**config.mk**
```make
export PLATFORM = sky130hd
export DESIGN_NAME = jhe_pack
export DESIGN_NICKNAME = d
export VERILOG_FILES = /design/src/design/jhe_pkg.sv /design/src/design/jhe_pack.sv
export SDC_FILE = /design/constraint.sdc
export NUM_CORES = 1
export LEC_CHECK = 0
export ABC_CLOCK_PERIOD_IN_PS = 4480
export BUFFER_PORTS_ARGS = -buffer_cell sky130_fd_sc_hd__buf_2
export CORE_MARGIN = 2
export CORE_UTILIZATION = 34
export DETAILED_ROUTE_END_ITERATION = 10
export GPL_ROUTABILITY_DRIVEN = 0
export PLACE_DENSITY_LB_ADDON = 0.12
export SYNTH_ARGS = -nofsm -noshare
export SYNTH_HDL_FRONTEND = slang
export SYNTH_SLANG_ARGS = --single-unit
```
**constraint.sdc**
```tcl
create_clock -name clk -period 4.48 [get_ports clk]
set_clock_uncertainty 0.15 [all_clocks]
set_input_delay 0.896 -clock clk [delete_from_list [all_inputs] [get_ports clk]]
set_output_delay 0.896 -clock clk [all_outputs]
set_load 0.05 [all_outputs]
```
**src/design/jhe_pkg.sv**
```systemverilog
`timescale 1ns / 1ps
`default_nettype none
// ----------------------------------------------------------------------------
// jhe_pkg
// Shared types and constants of the JPEG baseline Huffman block encoder.
// ----------------------------------------------------------------------------
package jhe_pkg;

  // Default sizes
  localparam int NUM_COMPONENTS_DEF = 4;
  localparam int NUM_TABLE_SETS_DEF = 2;
  localparam int MAX_CODE_BITS_DEF  = 16;

  // Field widths
  localparam int LEN_W     = 5;   // code length field of a table entry
  localparam int SUF_W     = 15;  // suffix bits
  localparam int NSUF_W    = 4;   // suffix length
  localparam int ZRL_CNT_W = 2;   // ZRL escapes before the final symbol
  localparam int PACK_W    = 31;
  localparam int CNT_W     = 5;

  // Table geometry: AC tables first, DC tables after them
  localparam int AC_ENTRIES = 256;
  localparam int DC_ENTRIES = 16;

  // Special symbols
  localparam logic [7:0] SYM_ZRL  = 8'hf0;
  localparam logic [7:0] SYM_EOB  = 8'h00;
  localparam logic [5:0] LAST_POS = 6'd63;

  typedef enum logic [2:0] {
    CMD_LOAD  = 3'd0,
    CMD_DC    = 3'd1,
    CMD_AC    = 3'd2,
    CMD_END   = 3'd3,
    CMD_CLEAR = 3'd4
  } cmd_t;

  // Per-item data carried from the symbol stage to the packing stage
  typedef struct packed {
    logic [ZRL_CNT_W-1:0] zrl_cnt;
    logic [NSUF_W-1:0]    nsuf;
    logic [SUF_W-1:0]     suffix;
  } item_t;

endpackage
`default_nettype wire

```
**src/design/jhe_pack.sv**
```systemverilog
`timescale 1ns / 1ps
`default_nettype none
// ----------------------------------------------------------------------------
// jhe_pack
// ZRL expansion, code and suffix packing, and the result register.
// ----------------------------------------------------------------------------
module jhe_pack #(
  parameter int MAX_CODE_BITS = jhe_pkg::MAX_CODE_BITS_DEF
) (
  input  wire logic                                    clk,
  input  wire logic                                    rst,
  input  wire logic                                    fwd_valid,
  input  wire jhe_pkg::item_t                          fwd_item,
  output logic                                         take,
  input  wire logic [MAX_CODE_BITS+jhe_pkg::LEN_W-1:0] entry_main,
  input  wire logic [MAX_CODE_BITS+jhe_pkg::LEN_W-1:0] entry_zrl,
  output logic                                         result_valid,
  input  wire logic                                    result_stall,
  output logic [jhe_pkg::PACK_W-1:0]                   packed_bits,
  output logic [jhe_pkg::CNT_W-1:0]                    bit_count,
  output logic                                         last_of_run
);

  localparam int LenW = jhe_pkg::LEN_W;

  logic                          s2_valid;
  logic [jhe_pkg::ZRL_CNT_W-1:0] zrl_left;
  logic [jhe_pkg::NSUF_W-1:0]    s2_nsuf;
  logic [jhe_pkg::SUF_W-1:0]     s2_suffix;

  logic                          out_ready;
  logic                          emit;
  logic                          emit_last;
  logic [MAX_CODE_BITS-1:0]      main_code;
  logic [LenW-1:0]               main_len;
  logic [MAX_CODE_BITS-1:0]      zrl_code;
  logic [LenW-1:0]               zrl_len;
  logic [jhe_pkg::PACK_W-1:0]    packed_next;
  logic [jhe_pkg::CNT_W-1:0]     count_next;

  assign out_ready = !result_valid || !result_stall;
  assign emit      = s2_valid && out_ready;
  assign emit_last = emit && (zrl_left == '0);
  assign take      = !s2_valid || emit_last;

  assign main_code = entry_main[MAX_CODE_BITS+LenW-1:LenW];
  assign main_len  = entry_main[LenW-1:0];
  assign zrl_code  = entry_zrl[MAX_CODE_BITS+LenW-1:LenW];
  assign zrl_len   = entry_zrl[LenW-1:0];

  // ZRL escapes go out first, then the coded symbol with its suffix
  always_comb begin
    if (zrl_left != '0) begin
      packed_next = jhe_pkg::PACK_W'(zrl_code);
      count_next  = zrl_len;
    end else begin
      packed_next = (jhe_pkg::PACK_W'(main_code) << s2_nsuf)
                    | jhe_pkg::PACK_W'(s2_suffix);
      count_next  = main_len + jhe_pkg::CNT_W'(s2_nsuf);
    end
  end

  always_ff @(posedge clk) begin
    if (rst) begin
      s2_valid     <= 1'b0;
      result_valid <= 1'b0;
    end else begin
      if (take) begin
        s2_valid <= fwd_valid;
      end
      if (emit) begin
        result_valid <= 1'b1;
      end else if (!result_stall) begin
        result_valid <= 1'b0;
      end
    end
  end

  always_ff @(posedge clk) begin
    if (take && fwd_valid) begin
      zrl_left  <= fwd_item.zrl_cnt;
      s2_nsuf   <= fwd_item.nsuf;
      s2_suffix <= fwd_item.suffix;
    end else if (emit && !emit_last) begin
      zrl_left <= zrl_left - jhe_pkg::ZRL_CNT_W'(1);
    end
    if (emit) begin
      packed_bits <= packed_next;
      bit_count   <= count_next;
      last_of_run <= emit_last;
    end
  end

endmodule
`default_nettype wire
```
==> impl_metrics.tcl <==
set metrics [dict create \
    grt_max_degree 39 \
    critPathSlowestCell "ha_1" \
    ys.flop_type "edfxtp_1" \
    setup.worst_path.end "take" \
    ctsHoldBuffers 0 \
    grt_use_total_pct 16.52 \
    path_max_fanout 13 \
    synthesis.nets 324 \
    crit_type "reg2out" \
    reg2reg_from "s2_nsuf[0]" \
    ant_nets 0 \
    outcome "completed" \
    worstSkewPairLatency_ns 0.35 \
    synthCells 251 \
    clkTransAtPathRegs_ns 0.07 \
    cp-start-kind "flip-flop" \
    ys_seq_elements 60 \
    vias 2422 \
    async_reset_ff_share_pct 0 \
    synth.distinct_cells 44 \
    ctsResizeCount 0 \
    io_pins 106 \
    p_per_area_nw_per_um2 398.7 \
    reg2reg_slack_ns 1.74 \
    initialDrtViolationCount 170 \
    numPortBuffers 105 \
    min_path_cells 2 \
    hold_path_class "reg2reg" \
    pre_cts_ws_ns 1.736 \
    ys_seq_area_share_pct 55.34 \
    relSlewSlack_pct 36.28 \
    leakagePower_nw 1.655 \
    cp.arrival_ns 1.88 \
    clock_path_buffers 2 \
    fp.dieW_um 101.3 \
    worstMarginPinSlew_ns 0.9557 \
    crit_path_end_kind "output port" \
    cts_max_level 3 \
    viasPerCell 5.142 \
    core_um2 9196 \
    cts_sinks 60 \
    period_needed_ns 2.922 \
    r2r_end "packed_bits[14]" \
    die_area_um2 10260 \
    dpl.hpwl_um 6130 \
    drv_slew 0 \
    die_h_um 101.3 \
    crit_path_cell_trace "inv_1 > ha_1 > a21bo_2 > buf_2" \
    worst_slack_ns 1.558 \
    crit_path_start "zrl_left[1]" \
    syn_area_um2 3219 \
    antenna_cells 0 \
    num_rows 35 \
    synth-edff-count 58 \
    r2r_cells 5 \
    antenna_found_initial 0 \
    drc 0 \
    cts_tree "built" \
    cts_buffers 9 \
    cts_root_buf "clkbuf_8" \
    fin_tns_setup_ns 0 \
    maxCapViolCount 0 \
    finalCritPeriodShare_pct 65.23 \
    grt_pass1_wl_um 12450 \
    first_pass_iters 4 \
    grt_overflow 0 \
    syn_area_per_cell_um2 12.83 \
    cp_data_required_time_ns 3.43 \
    wl_per_cell_um 17.57 \
    rsz0062_at_grt "false" \
    vdd_ir_drop_max_mv 0.1353 \
    slowest_delay_ns 0.56 \
    yosysWarnings 0 \
    grt_pass1_vias 2355 \
    drive_gt1_share_pct 40.56 \
    postCtsSetupBuffers 0 \
    setup_viol 0 \
    area_growth_pct 24.56 \
    fin_nets 428 \
    final_util_pct 43.61 \
    timing.fmax_mhz 342.2 \
    start_util_pct 35.01 \
    final_hold_viol_count 0 \
    wirelength_um 8277 \
]
-- cell usage after synthesis (all sizes together), types with 3 or more instances --
| master | n | area, um^2 |
|---|---|---|
| o22ai | 3 | 18.77 |
| clkbuf | 5 | 18.77 |
| edfxtp | 58 | 1742 |
| nand2 | 13 | 48.80 |
| mux4 | 13 | 307.8 |
| mux2i | 16 | 160.2 |
| buf | 9 | 55.05 |
| ha | 5 | 62.56 |
| nor2b | 5 | 31.28 |
| nor2 | 26 | 97.59 |
| a31oi | 4 | 25.02 |
| mux2 | 13 | 146.4 |
| nor3 | 10 | 50.05 |
| inv | 13 | 48.80 |
| a21oi | 23 | 115.1 |
-- cell families after synthesis --
family | after synthesis | share of synthesized area [%]
muxes | 42 | 19.08
buffers and inverters | 28 | 3.925
DFF | 60 | 55.34
xor gates and xnor gates | 2 | 0.5442
and+or+nand+nor | 66 | 9.406
adders and majority gates | 6 | 2.565
AOI/OAI and AO/OA | 47 | 9.134
-- worst max-delay path, delay by kind of cell (launching register included) --
family,cells,cell delay (ns)
AO/OA/AOI/OAI,1,0.26
adder cells (fa/ha/maj),1,0.56
buffers and inverters,2,0.33
flip-flops,1,0.38
-- worst min path at each step --
stage	startpoint	end	slack (ns)
after floorplan	s2_valid	result_valid	0.30
after global placement	s2_valid	result_valid	0.33
after detailed placement	s2_valid	result_valid	0.35
after CTS	s2_valid	result_valid	0.37
after global routing	s2_valid	result_valid	0.43
final	s2_valid	result_valid	0.37
-- through the flow --
step	instances	hold WS [ns]	power [mW]	instance area (um^2)
3_3_place_gp	455	0.3264	1.137	3826
4_1_cts	471	0.3716	1.610	4010
5_1_grt	471	0.4294	1.674	4010
2_1_floorplan	251	0.3047	1.020	3219
3_5_place_dp	455	0.3470	1.139	3826
6_report	471	0.3660	1.599	4010
-- metal layers --
metal | GRT usage (%) | wire length [um] | vias to the layer above
li1 | - | - | 1173
met1 | 20.84 | 3538 | 1159
met2 | 27.46 | 4152 | 77
met3 | 3.934 | 450 | 13
met4 | 6.549 | 136 | 0
met5 | 0 | 0 | -
-- power breakdown --
group	switching (mW)	internal, mW
Combinational	0.272	0.140
Clock	0.219	0.254
Sequential	0.0279	0.685
Total	0.519	1.08
-- area by class of cell --
type                       instances  area (um^2)
sequential                        60         1782
fill                             926         5186
tap                              111        138.9
inverter                          14        52.55
timing repair buffer             107        540.5
clock buffer                      11        131.4
clock inverter                     5        52.55
multi-input combinational        163         1313
-- layout by cell type, fill, tap and decap left out, drive strengths merged, types with 3 or more instances in the layout --
| cell type | instances |
|---|---|
| nor2 | 26 |
| nand2 | 13 |
| mux2 | 13 |
| nor3 | 10 |
| clkbuf | 11 |
| o22ai | 3 |
| ha | 5 |
| inv | 13 |
| a31oi | 4 |
| mux2i | 16 |
| a21oi | 23 |
| edfxtp | 58 |
| buf | 107 |
| nor2b | 5 |
| mux4 | 13 |
| clkinv | 4 |
-- state kept, by name, summed over array words and instances, names as in the netlist --
name	cells
s2_suffix	15
s2_valid	1
packed_bits	31
bit_count	5
zrl_left	2
s2_nsuf	4
last_of_run	1
result_valid	1
(Power assumes the default switching activity.)
