[src/design/jhe_pkg.sv]
`timescale 1ns / 1ps
`default_nettype none
// ----------------------------------------------------------------------------
// jhe_pkg
// Shared types and constants of the JPEG baseline Huffman block encoder.
// ----------------------------------------------------------------------------
package jhe_pkg;

  // Default sizes
  localparam int NUM_COMPONENTS_DEF = 4;
  localparam int NUM_TABLE_SETS_DEF = 2;
  localparam int MAX_CODE_BITS_DEF  = 16;

  // Field widths
  localparam int LEN_W     = 5;   // code length field of a table entry
  localparam int SUF_W     = 15;  // suffix bits
  localparam int NSUF_W    = 4;   // suffix length
  localparam int ZRL_CNT_W = 2;   // ZRL escapes before the final symbol
  localparam int PACK_W    = 31;
  localparam int CNT_W     = 5;

  // Table geometry: AC tables first, DC tables after them
  localparam int AC_ENTRIES = 256;
  localparam int DC_ENTRIES = 16;

  // Special symbols
  localparam logic [7:0] SYM_ZRL  = 8'hf0;
  localparam logic [7:0] SYM_EOB  = 8'h00;
  localparam logic [5:0] LAST_POS = 6'd63;

  typedef enum logic [2:0] {
    CMD_LOAD  = 3'd0,
    CMD_DC    = 3'd1,
    CMD_AC    = 3'd2,
    CMD_END   = 3'd3,
    CMD_CLEAR = 3'd4
  } cmd_t;

  // Per-item data carried from the symbol stage to the packing stage
  typedef struct packed {
    logic [ZRL_CNT_W-1:0] zrl_cnt;
    logic [NSUF_W-1:0]    nsuf;
    logic [SUF_W-1:0]     suffix;
  } item_t;

endpackage
`default_nettype wire

[src/design/jhe_symbol.sv]
`timescale 1ns / 1ps
`default_nettype none
// ----------------------------------------------------------------------------
// jhe_symbol
// Input register, DC predictors, category and table address generation.
// ----------------------------------------------------------------------------
module jhe_symbol #(
  parameter int NUM_COMPONENTS = jhe_pkg::NUM_COMPONENTS_DEF,
  parameter int NUM_TABLE_SETS = jhe_pkg::NUM_TABLE_SETS_DEF,
  parameter int MAX_CODE_BITS  = jhe_pkg::MAX_CODE_BITS_DEF
) (
  input  wire logic         clk,
  input  wire logic         rst,
  input  wire logic         item_valid,
  output logic              item_stall,
  input  wire logic [2:0]   cmd,
  input  wire logic [1:0]   component,
  input  wire logic [10:0]  dc_value,
  input  wire logic [5:0]   run,
  input  wire logic [3:0]   size_cat,
  input  wire logic [14:0]  suffix_bits,
  input  wire logic [5:0]   last_position,
  input  wire logic         table_is_ac,
  input  wire logic         table_num,
  input  wire logic [7:0]   table_symbol,
  input  wire logic [15:0]  table_code,
  input  wire logic [4:0]   table_len,
  input  wire logic [3:0]   comp_table_map,
  // table memory
  output logic                                                 ram_we,
  output logic [$clog2(NUM_TABLE_SETS*(jhe_pkg::AC_ENTRIES
                 + jhe_pkg::DC_ENTRIES))-1:0]                  ram_waddr,
  output logic [MAX_CODE_BITS+jhe_pkg::LEN_W-1:0]              ram_wdata,
  output logic                                                 ram_re,
  output logic [$clog2(NUM_TABLE_SETS*(jhe_pkg::AC_ENTRIES
                 + jhe_pkg::DC_ENTRIES))-1:0]                  ram_raddr_main,
  output logic [$clog2(NUM_TABLE_SETS*(jhe_pkg::AC_ENTRIES
                 + jhe_pkg::DC_ENTRIES))-1:0]                  ram_raddr_zrl,
  // to packing stage
  output logic              fwd_valid,
  output jhe_pkg::item_t    fwd_item,
  input  wire logic         take
);

  localparam int Depth  = NUM_TABLE_SETS * (jhe_pkg::AC_ENTRIES + jhe_pkg::DC_ENTRIES);
  localparam int AddrW  = $clog2(Depth);
  localparam int DcBase = NUM_TABLE_SETS * jhe_pkg::AC_ENTRIES;

  function automatic logic [jhe_pkg::SUF_W-1:0] low_mask(input logic [3:0] n);
    logic [15:0] m;
    m = (16'd1 << n) - 16'd1;
    return m[jhe_pkg::SUF_W-1:0];
  endfunction

  // Input register
  logic        s1_valid;
  logic [2:0]  s1_cmd;
  logic [1:0]  s1_component;
  logic [10:0] s1_dc_value;
  logic [5:0]  s1_run;
  logic [3:0]  s1_size_cat;
  logic [14:0] s1_suffix_bits;
  logic [5:0]  s1_last_position;
  logic        s1_table_is_ac;
  logic        s1_table_num;
  logic [7:0]  s1_table_symbol;
  logic [15:0] s1_table_code;
  logic [4:0]  s1_table_len;

  logic [10:0] pred [NUM_COMPONENTS];

  logic        comp_ok;
  logic        tnum_ok;
  logic        set_sel;
  logic        has_result;
  logic        s1_adv;
  logic [10:0] pred_cur;
  logic [11:0] diff;
  logic [11:0] mag;
  logic [11:0] dc_suf_raw;
  logic [3:0]  dc_cat;
  logic [7:0]  ac_sym;
  logic [4:0]  len_sat;
  logic [16:0] code_mask;
  logic [15:0] code_m;

  always_comb begin
    pred_cur = '0;
    for (int c = 0; c < NUM_COMPONENTS; c++) begin
      if (int'(s1_component) == c) begin
        pred_cur = pred[c];
      end
    end
  end

  always_comb begin
    comp_ok = int'(s1_component) < NUM_COMPONENTS;
    tnum_ok = int'(s1_table_num) < NUM_TABLE_SETS;
    set_sel = (NUM_TABLE_SETS > 1) ? comp_table_map[s1_component] : 1'b0;

    // DC difference and magnitude category
    diff       = {s1_dc_value[10], s1_dc_value} - {pred_cur[10], pred_cur};
    mag        = diff[11] ? (12'd0 - diff) : diff;
    dc_suf_raw = diff[11] ? (diff - 12'd1) : diff;
    dc_cat     = '0;
    for (int i = 0; i < 12; i++) begin
      if (mag[i]) begin
        dc_cat = 4'(i + 1);
      end
    end

    ac_sym = {s1_run[3:0], s1_size_cat};

    // Load entry: saturate length, mask code to it
    len_sat   = (int'(s1_table_len) > MAX_CODE_BITS) ? 5'(MAX_CODE_BITS) : s1_table_len;
    code_mask = (17'd1 << len_sat) - 17'd1;
    code_m    = s1_table_code & code_mask[15:0];
  end

  always_comb begin
    has_result     = 1'b0;
    ram_raddr_main = AddrW'({set_sel, jhe_pkg::SYM_EOB});
    fwd_item       = '0;
    unique case (s1_cmd)
      jhe_pkg::CMD_DC: begin
        has_result      = comp_ok;
        ram_raddr_main  = AddrW'(DcBase) + AddrW'({set_sel, dc_cat});
        fwd_item.nsuf   = dc_cat;
        fwd_item.suffix = jhe_pkg::SUF_W'(dc_suf_raw) & low_mask(dc_cat);
      end
      jhe_pkg::CMD_AC: begin
        has_result       = comp_ok;
        ram_raddr_main   = AddrW'({set_sel, ac_sym});
        fwd_item.zrl_cnt = s1_run[5:4];
        fwd_item.nsuf    = s1_size_cat;
        fwd_item.suffix  = s1_suffix_bits & low_mask(s1_size_cat);
      end
      jhe_pkg::CMD_END: begin
        has_result = comp_ok && (s1_last_position != jhe_pkg::LAST_POS);
      end
      default: begin
        has_result = 1'b0;
      end
    endcase
  end

  assign ram_raddr_zrl = AddrW'({set_sel, jhe_pkg::SYM_ZRL});

  assign fwd_valid  = s1_valid && has_result;
  assign s1_adv     = s1_valid && (!has_result || take);
  assign ram_re     = fwd_valid && take;
  assign item_stall = s1_valid && !s1_adv;

  // Table load; loads never wait, so the write lands as the item leaves
  assign ram_we    = s1_valid && (s1_cmd == jhe_pkg::CMD_LOAD) && tnum_ok
                     && (s1_table_is_ac || (s1_table_symbol[7:4] == 4'd0));
  assign ram_waddr = s1_table_is_ac
                     ? AddrW'({s1_table_num, s1_table_symbol})
                     : AddrW'(DcBase) + AddrW'({s1_table_num, s1_table_symbol[3:0]});
  assign ram_wdata = {code_m[MAX_CODE_BITS-1:0], len_sat};

  always_ff @(posedge clk) begin
    if (rst) begin
      s1_valid <= 1'b0;
      for (int c = 0; c < NUM_COMPONENTS; c++) begin
        pred[c] <= '0;
      end
    end else begin
      if (!item_stall) begin
        s1_valid <= item_valid;
      end
      if (s1_valid && (s1_cmd == jhe_pkg::CMD_CLEAR)) begin
        for (int c = 0; c < NUM_COMPONENTS; c++) begin
          pred[c] <= '0;
        end
      end else if (s1_adv && (s1_cmd == jhe_pkg::CMD_DC) && comp_ok) begin
        for (int c = 0; c < NUM_COMPONENTS; c++) begin
          if (int'(s1_component) == c) begin
            pred[c] <= s1_dc_value;
          end
        end
      end
    end
  end

  always_ff @(posedge clk) begin
    if (item_valid && !item_stall) begin
      s1_cmd           <= cmd;
      s1_component     <= component;
      s1_dc_value      <= dc_value;
      s1_run           <= run;
      s1_size_cat      <= size_cat;
      s1_suffix_bits   <= suffix_bits;
      s1_last_position <= last_position;
      s1_table_is_ac   <= table_is_ac;
      s1_table_num     <= table_num;
      s1_table_symbol  <= table_symbol;
      s1_table_code    <= table_code;
      s1_table_len     <= table_len;
    end
  end

endmodule
`default_nettype wire

[config.mk]
export PLATFORM = sky130hd
export DESIGN_NAME = jhe_symbol
export DESIGN_NICKNAME = d
export VERILOG_FILES = /design/src/design/jhe_pkg.sv /design/src/design/jhe_symbol.sv
export SDC_FILE = /design/constraint.sdc
export NUM_CORES = 1
export LEC_CHECK = 0
export BUFFER_PORTS_ARGS = -buffer_cell sky130_fd_sc_hd__buf_4
export CAP_MARGIN = 20
export CORE_MARGIN = 1.5
export CORE_UTILIZATION = 45
export DETAILED_ROUTE_END_ITERATION = 8
export PLACE_DENSITY = 0.67
export SLEW_MARGIN = 5
export SYNTH_ARGS = -nofsm -noshare
export SYNTH_HDL_FRONTEND = slang
export SYNTH_SLANG_ARGS = --single-unit
[constraint.sdc]
create_clock -name clk -period 7.75 [get_ports clk]
set_input_delay 0.775 -clock clk [delete_from_list [all_inputs] [get_ports clk]]
set_output_delay 0.775 -clock clk [all_outputs]
set_load 0.02 [all_outputs]
==> results of run 1 <==
## per-layer routing
layer / part of all wire, % / vias up / global-route usage [%]
met1: 41 / 2577 / 25.9
met4: 1.9 / 0 / 7.78
met5: 0 / - / 0
met3: 6.7 / 31 / 5.00
met2: 50 / 219 / 36.6
li1: - / 2652 / -
## cell type report
class                   count  area (um^2)
clock inverters            14          159
flip-flops and latches    123         3570
well taps                 216          270
clock buffers              18          429
inverters                  21         78.8
multi-input cells         467         3310
fillers                  1330         6770
repair buffers            158         1180
## worst max-delay path, cell delays in order, from the launching register on
cell,delay (ps)
edfxtp_1,960
mux4_2,600
inv_1,70
ha_1,300
a21o_1,190
a211oi_1,390
a21o_1,200
o21a_1,650
nand4_1,180
and2_1,270
o21bai_1,180
a21oi_1,530
nand4_1,170
ha_1,350
nor3b_1,230
mux2i_1,90
o211ai_1,180
buf_4,170
## synth_stat cells, drive strengths merged, types with 15 or more instances
| cell | instances | area, um^2 |
|---|---|---|
| a21oi | 17 | 92.6 |
| and2 | 55 | 344 |
| buf | 26 | 179 |
| clkbuf | 26 | 98.8 |
| edfxtp | 111 | 3330 |
| ha | 15 | 188 |
| inv | 20 | 75.1 |
| nand2 | 63 | 236 |
| nand3 | 29 | 145 |
| nor2 | 44 | 165 |
| nor3 | 20 | 111 |
| o21ai | 29 | 145 |
| xnor2 | 24 | 255 |
## power by group
group | internal (mW) | total (mW) | switching [mW]
combinational | 0.191 | 0.474 | 0.283
clock | 0.481 | 0.796 | 0.314
sequential | 0.760 | 0.786 | 0.0263
## registers in the layout, summed over array words and instances (netlist names)
name / count
pred: 44
s1_cmd: 3
s1_component: 2
s1_dc_value: 11
s1_last_position: 6
s1_run: 6
s1_size_cat: 4
s1_suffix_bits: 15
s1_table_code: 16
s1_table_is_ac: 1
s1_table_len: 5
s1_table_num: 1
s1_table_symbol: 8
s1_valid: 1
## kinds of logic (layout without fill, tap and decap cells)
group / after synthesis / after routing / share of synthesized area (%)
and+or+nand+nor: 271 / 271 / 19.9
DFF: 123 / 123 / 49.7
AOI/OAI and AO/OA: 121 / 121 / 13.3
buffers and inverters: 73 / 211 / 4.96
xor gates and xnor gates: 32 / 32 / 4.52
muxes: 18 / 18 / 4.63
adders and majority gates: 16 / 16 / 2.89
other: 2 / 9 / 0.104
## path summary, 6_finish.rpt
check                  startpoint          end  slack [ps]
setup / recovery  s1_component[0]  fwd_item[4]         830
hold / removal         pred[2][1]   pred[2][1]         460
setup reg to reg        s1_cmd[2]   pred[1][6]        5000
hold reg to reg        pred[2][1]   pred[2][1]         460
==> metrics.yaml, run 1 <==
worst_hold_path:
  hp-class: "flip-flop to flip-flop"
  holdPathStages: 2
route:
  vias_per_cell: 5.39
  firstDrtPassIters: 5
  drtIter0Drc: 382
  routed_wl_mm: 17.6
  drc_errors: 0
  vias: 5479
  wire_per_inst_um: 17.3
  postRouteAntennaNets: 0
worst_setup_path:
  timing_worst_setup_path_type: "flip-flop to primary output"
  worstPathArrival_ps: 6150
  reg2reg_depth: 9
  cp-start-kind: "flip-flop"
  cp-end-kind: "primary output"
  worstPathRequired_ps: 6970
  crit_fanout: 23
cts:
  post_cts_buffers: 0
  cts_hold_buf: 0
  cts_tree: "done"
  htree_levels: 4
  cts_resized: 0
  clk_latency_ps: 410
  clk_pin_slew_worst_paths_ps: 60
  ctsRootBufferMaster: "clkbuf_16"
  clockBufferDepth: 2
  clkSinkCount: 123
  cts_made_buffers: 17
sta:
  tns_ps: 0
  hold_violations: 0
  setup_violations: 0
  fmax_ghz: 0.144
  slew_headroom_pct: 37.8
  grt_setup_unrepaired: "no"
  hold-worst-slack_ps: 456
  min_period_over_period_pct: 89.3
  fin_crit_ps: 6920
  tightest_slew_ps: 932
  setup_ws_ps: 826
  drv_slew: 0
  finClkSkew_ps: 13.0
cells_and_area:
  post_route_cells_drive_above_1_share_pct: 30.1
  fin_cells: 1017
  antenna_cells: 0
  final_cell_area_um2: 9000
  finalNetCount: 890
  final_cell_mix: "buf_4, edfxtp_1, nand2_1, and2_1, nor2_1"
  final_core_util_pct: 57.1
  area_growth_syn_to_layout_pct: 25.2
  mostFrequentLayoutCell: "buf_4"
grt:
  grt_overflow_total: 0
  grt_usage_pct: 21.2
  first_global_vias: 5344
  antenna_found_initial: 0
  grt_pass1_wl_mm: 27.1
  grt_max_degree: 67
floorplan:
  start_util_pct: 45.6
  die_h_um: 129
  boundaryPins: 162
  coreArea_um2: 15800
  die-area_um2: 16700
  die-width_um: 129
  row_count: 46
place:
  pre_cts_ws_ps: 1290
  finalWeightedCongestion: 0.850
  io_buffers: 152
  placed_cells_incl_taps: 985
  dpl.hpwl_mm: 13.0
  placed_area_um2: 8410
power_and_ir_drop:
  power_density_nw_per_um2: 228
  ir_drop_mv: 0.213
  power_mw: 2.06
  leakage_nw: 3.54
yosys:
  syn_inst: 656
  synth.avg_cell_area_um2: 11.0
  ys_types: 81
  synthArstFlopShare_pct: 0
  yosys_warnings: 0
  ys_seq_area_share_pct: 49.7
  yosys_most_used_dff: "edfxtp_1"
  synth_edf_count: 111
  synth-seq-cells: 123
  netlist_area_um2: 7190
status:
  outcome: "complete, no violations"
flow_run:
  max_cap_violations: 0
Power figures use the tool's default switching activity.
==> run 2, diff against run 1 <==
--- a/config.mk
+++ b/config.mk
@@ -8,9 +8,10 @@
 export BUFFER_PORTS_ARGS = -buffer_cell sky130_fd_sc_hd__buf_4
 export CAP_MARGIN = 20
 export CORE_MARGIN = 1.5
-export CORE_UTILIZATION = 45
+export CORE_UTILIZATION = 30
 export DETAILED_ROUTE_END_ITERATION = 8
-export PLACE_DENSITY = 0.67
+export PLACE_DENSITY = 0.48
+export RECOVER_POWER = 25
 export SLEW_MARGIN = 5
 export SYNTH_ARGS = -nofsm -noshare
 export SYNTH_HDL_FRONTEND = slang
==> metrics.yaml, run 2 (synthesis gave the netlist of run 1 again) <==
grt:
  antenna_found_initial: 0  # unchanged
  grt_overflow_total: 0  # unchanged
  grt_max_degree: 62  # -7.5%
  grt_usage_pct: 15.6  # -5.6 points
  grt_pass1_wl_mm: 29.4  # +8.7%
  first_global_vias: 5406  # +1.2%
cells_and_area:
  largest_register_ff_count: 44  # unchanged
  post_route_cells_drive_above_1_share_pct: 30.2  # +0.12 points
  area_growth_syn_to_layout_pct: 26.4
  final_core_util_pct: 38.7  # -18 points
  fill_cells: 2290  # +72%
  antenna_cells: 0  # unchanged
  finalNetCount: 890  # unchanged
  top_register: "pred"
  top_regs: "pred: 44 flops, s1_table_code: 16 flops, s1_suffix_bits: 15 flops"
  final_cell_area_um2: 9090  # +1.0%
  mostFrequentLayoutCell: "edfxtp_1"
  final_cell_mix: "edfxtp_1, buf_4, clkbuf_4, nand2_1, and2_1"
floorplan:
  die-area_um2: 24900  # +49%
  coreArea_um2: 23500  # +49%
  die-width_um: 158  # +22%
  start_util_pct: 30.6  # -15 points
  die_h_um: 158  # +22%
  boundaryPins: 162  # unchanged
  row_count: 56  # +22%
cts:
  clk_latency_ps: 420  # about the same
  clk_pin_slew_worst_paths_ps: 60  # about the same
  cts_hold_buf: 0  # unchanged
  post_cts_buffers: 0  # unchanged
  cts_resized: 0  # unchanged
  clockBufferDepth: 2  # unchanged
  cts_made_buffers: 17  # unchanged
  cts_tree: "done"
  clkSinkCount: 123  # unchanged
  ctsRootBufferMaster: "clkbuf_16"
  htree_levels: 4  # unchanged
worst_setup_path:
  worstPathRequired_ps: 6970  # about the same
  cp-end-kind: "primary output"
  crit_buf_inv: 2  # unchanged
  worstPathArrival_ps: 6170  # +20 ps
  cp_cell_sequence: "mux4_2, inv_1, ha_1, a21o_1, a211oi_1, a21o_1, o21a_1, nand4_1, and2_1, o21bai_1, a21oi_1, nand4_1, ha_1, nor3b_1, mux2i_1, o211ai_1, buf_4"
  cp-start-kind: "flip-flop"
  crit_fanout: 23  # unchanged
  crit_path_top_delay_cell: "edfxtp_1"
  timing_worst_setup_path_type: "flip-flop to primary output"
  critPathMaxStageDelay_ps: 990  # +30 ps
  crit_family: "compound AO/OA/AOI/OAI gates"
place:
  placed_area_um2: 8530  # +1.4%
  pre_cts_ws_ps: 1240  # -52.9 ps
  finalWeightedCongestion: 0.849  # about the same
  io_buffers: 152  # unchanged
  dpl.hpwl_mm: 14.3  # +10%
route:
  wire_per_inst_um: 17.1  # -1.2%
  drtIter0Drc: 297  # -22%
  drc_errors: 0  # unchanged
  firstDrtPassIters: 4  # -1
  postRouteAntennaNets: 0  # unchanged
  vias: 5478  # -0.018%
  vias_per_cell: 4.89  # -9.2%
  routed_wl_mm: 19.1  # +8.8%
flow_run:
  max_cap_violations: 0  # unchanged
sta:
  setup_ws_ps: 809  # -17.0 ps
  fmax_ghz: 0.144  # -0.25%
  setup_violations: 0  # unchanged
  slew_headroom_pct: 34.8  # -3.0 points
  finClkSkew_ps: 9.89  # -3.11 ps
  tns_ps: 0  # unchanged
  drv_slew: 0  # unchanged
  grt_setup_unrepaired: "no"
  hold_violations: 0  # unchanged
  fin_crit_ps: 6940  # +17.0 ps
  min_period_over_period_pct: 89.6  # +0.22 points
  tightest_slew_ps: 978  # +45.2 ps
power_and_ir_drop:
  leakage_nw: 3.50  # -1.2%
  ir_drop_mv: 0.147  # -31%
  power_density_nw_per_um2: 221  # -3.5%
  power_mw: 2.00  # -2.5%
status:
  outcome: "complete, no violations"
worst_hold_path:
  hp-class: "flip-flop to flip-flop"
-- run 2: cell count changes in the layout (fill, tap and decap cells not counted) --
cell,change
bufinv_16,-1
clkbuf_1,-1
clkbuf_4,+75
inv_8,-1
clkinv_4,-2
clkbuf_2,+1
inv_6,-3
buf_2,-1
clkinv_2,+4
buf_4,-75
clkinvlp_4,+4
-- run 2: worst register-to-register path, cell delays in order, from the launching register on --
cell,delay [ps]
edfxtp_1,460
nor2_1,130
nand2_1,340
clkinv_1,360
nand3_1,190
nor4_2,500
nand2b_1,620
-- run 2: final timing paths --
kind / startpoint / endpoint / slack [ps] / cells past startpoint
hold reg to reg: pred[2][9] / pred[2][9] / 450 / 2
hold / removal: pred[2][9] / pred[2][9] / 450 / 2
setup reg to reg: s1_cmd[2] / pred[0][0] / 4790 / 6
setup / recovery: s1_component[0] / fwd_item[4] / 810 / 17
-- run 2: layout make-up --
type | instances | area [um^2] | area share (%)
tap | 319 | 399 | 4.39
timing repair buffer | 158 | 1180 | 13.0
clock inverter | 15 | 124 | 1.36
clock buffer | 17 | 425 | 4.68
sequential | 123 | 3570 | 39.3
multi-input combinational | 467 | 3310 | 36.4
inverter | 21 | 78.8 | 0.867
-- run 2: stage by stage --
step           std cells  hold slack [ps]
2_1_floorplan        663              431
3_3_place_gp        1086              440
3_5_place_dp        1086              447
4_1_cts             1118              456
5_1_grt             1120              478
6_report            1120              455
-- run 2: metal layers --
layer / up-vias / share of wire, % / global-route usage [%]
li1: 2660 / - / -
met1: 2638 / 44 / 19.8
met2: 155 / 49 / 25.5
met3: 25 / 5.4 / 4.11
met4: 0 / 1.8 / 5.75
met5: - / 0 / 0
-- run 2: power breakdown --
| part | switching [mW] | internal, mW |
|---|---|---|
| clock | 0.304 | 0.439 |
| combinational | 0.285 | 0.189 |
| sequential | 0.0275 | 0.760 |
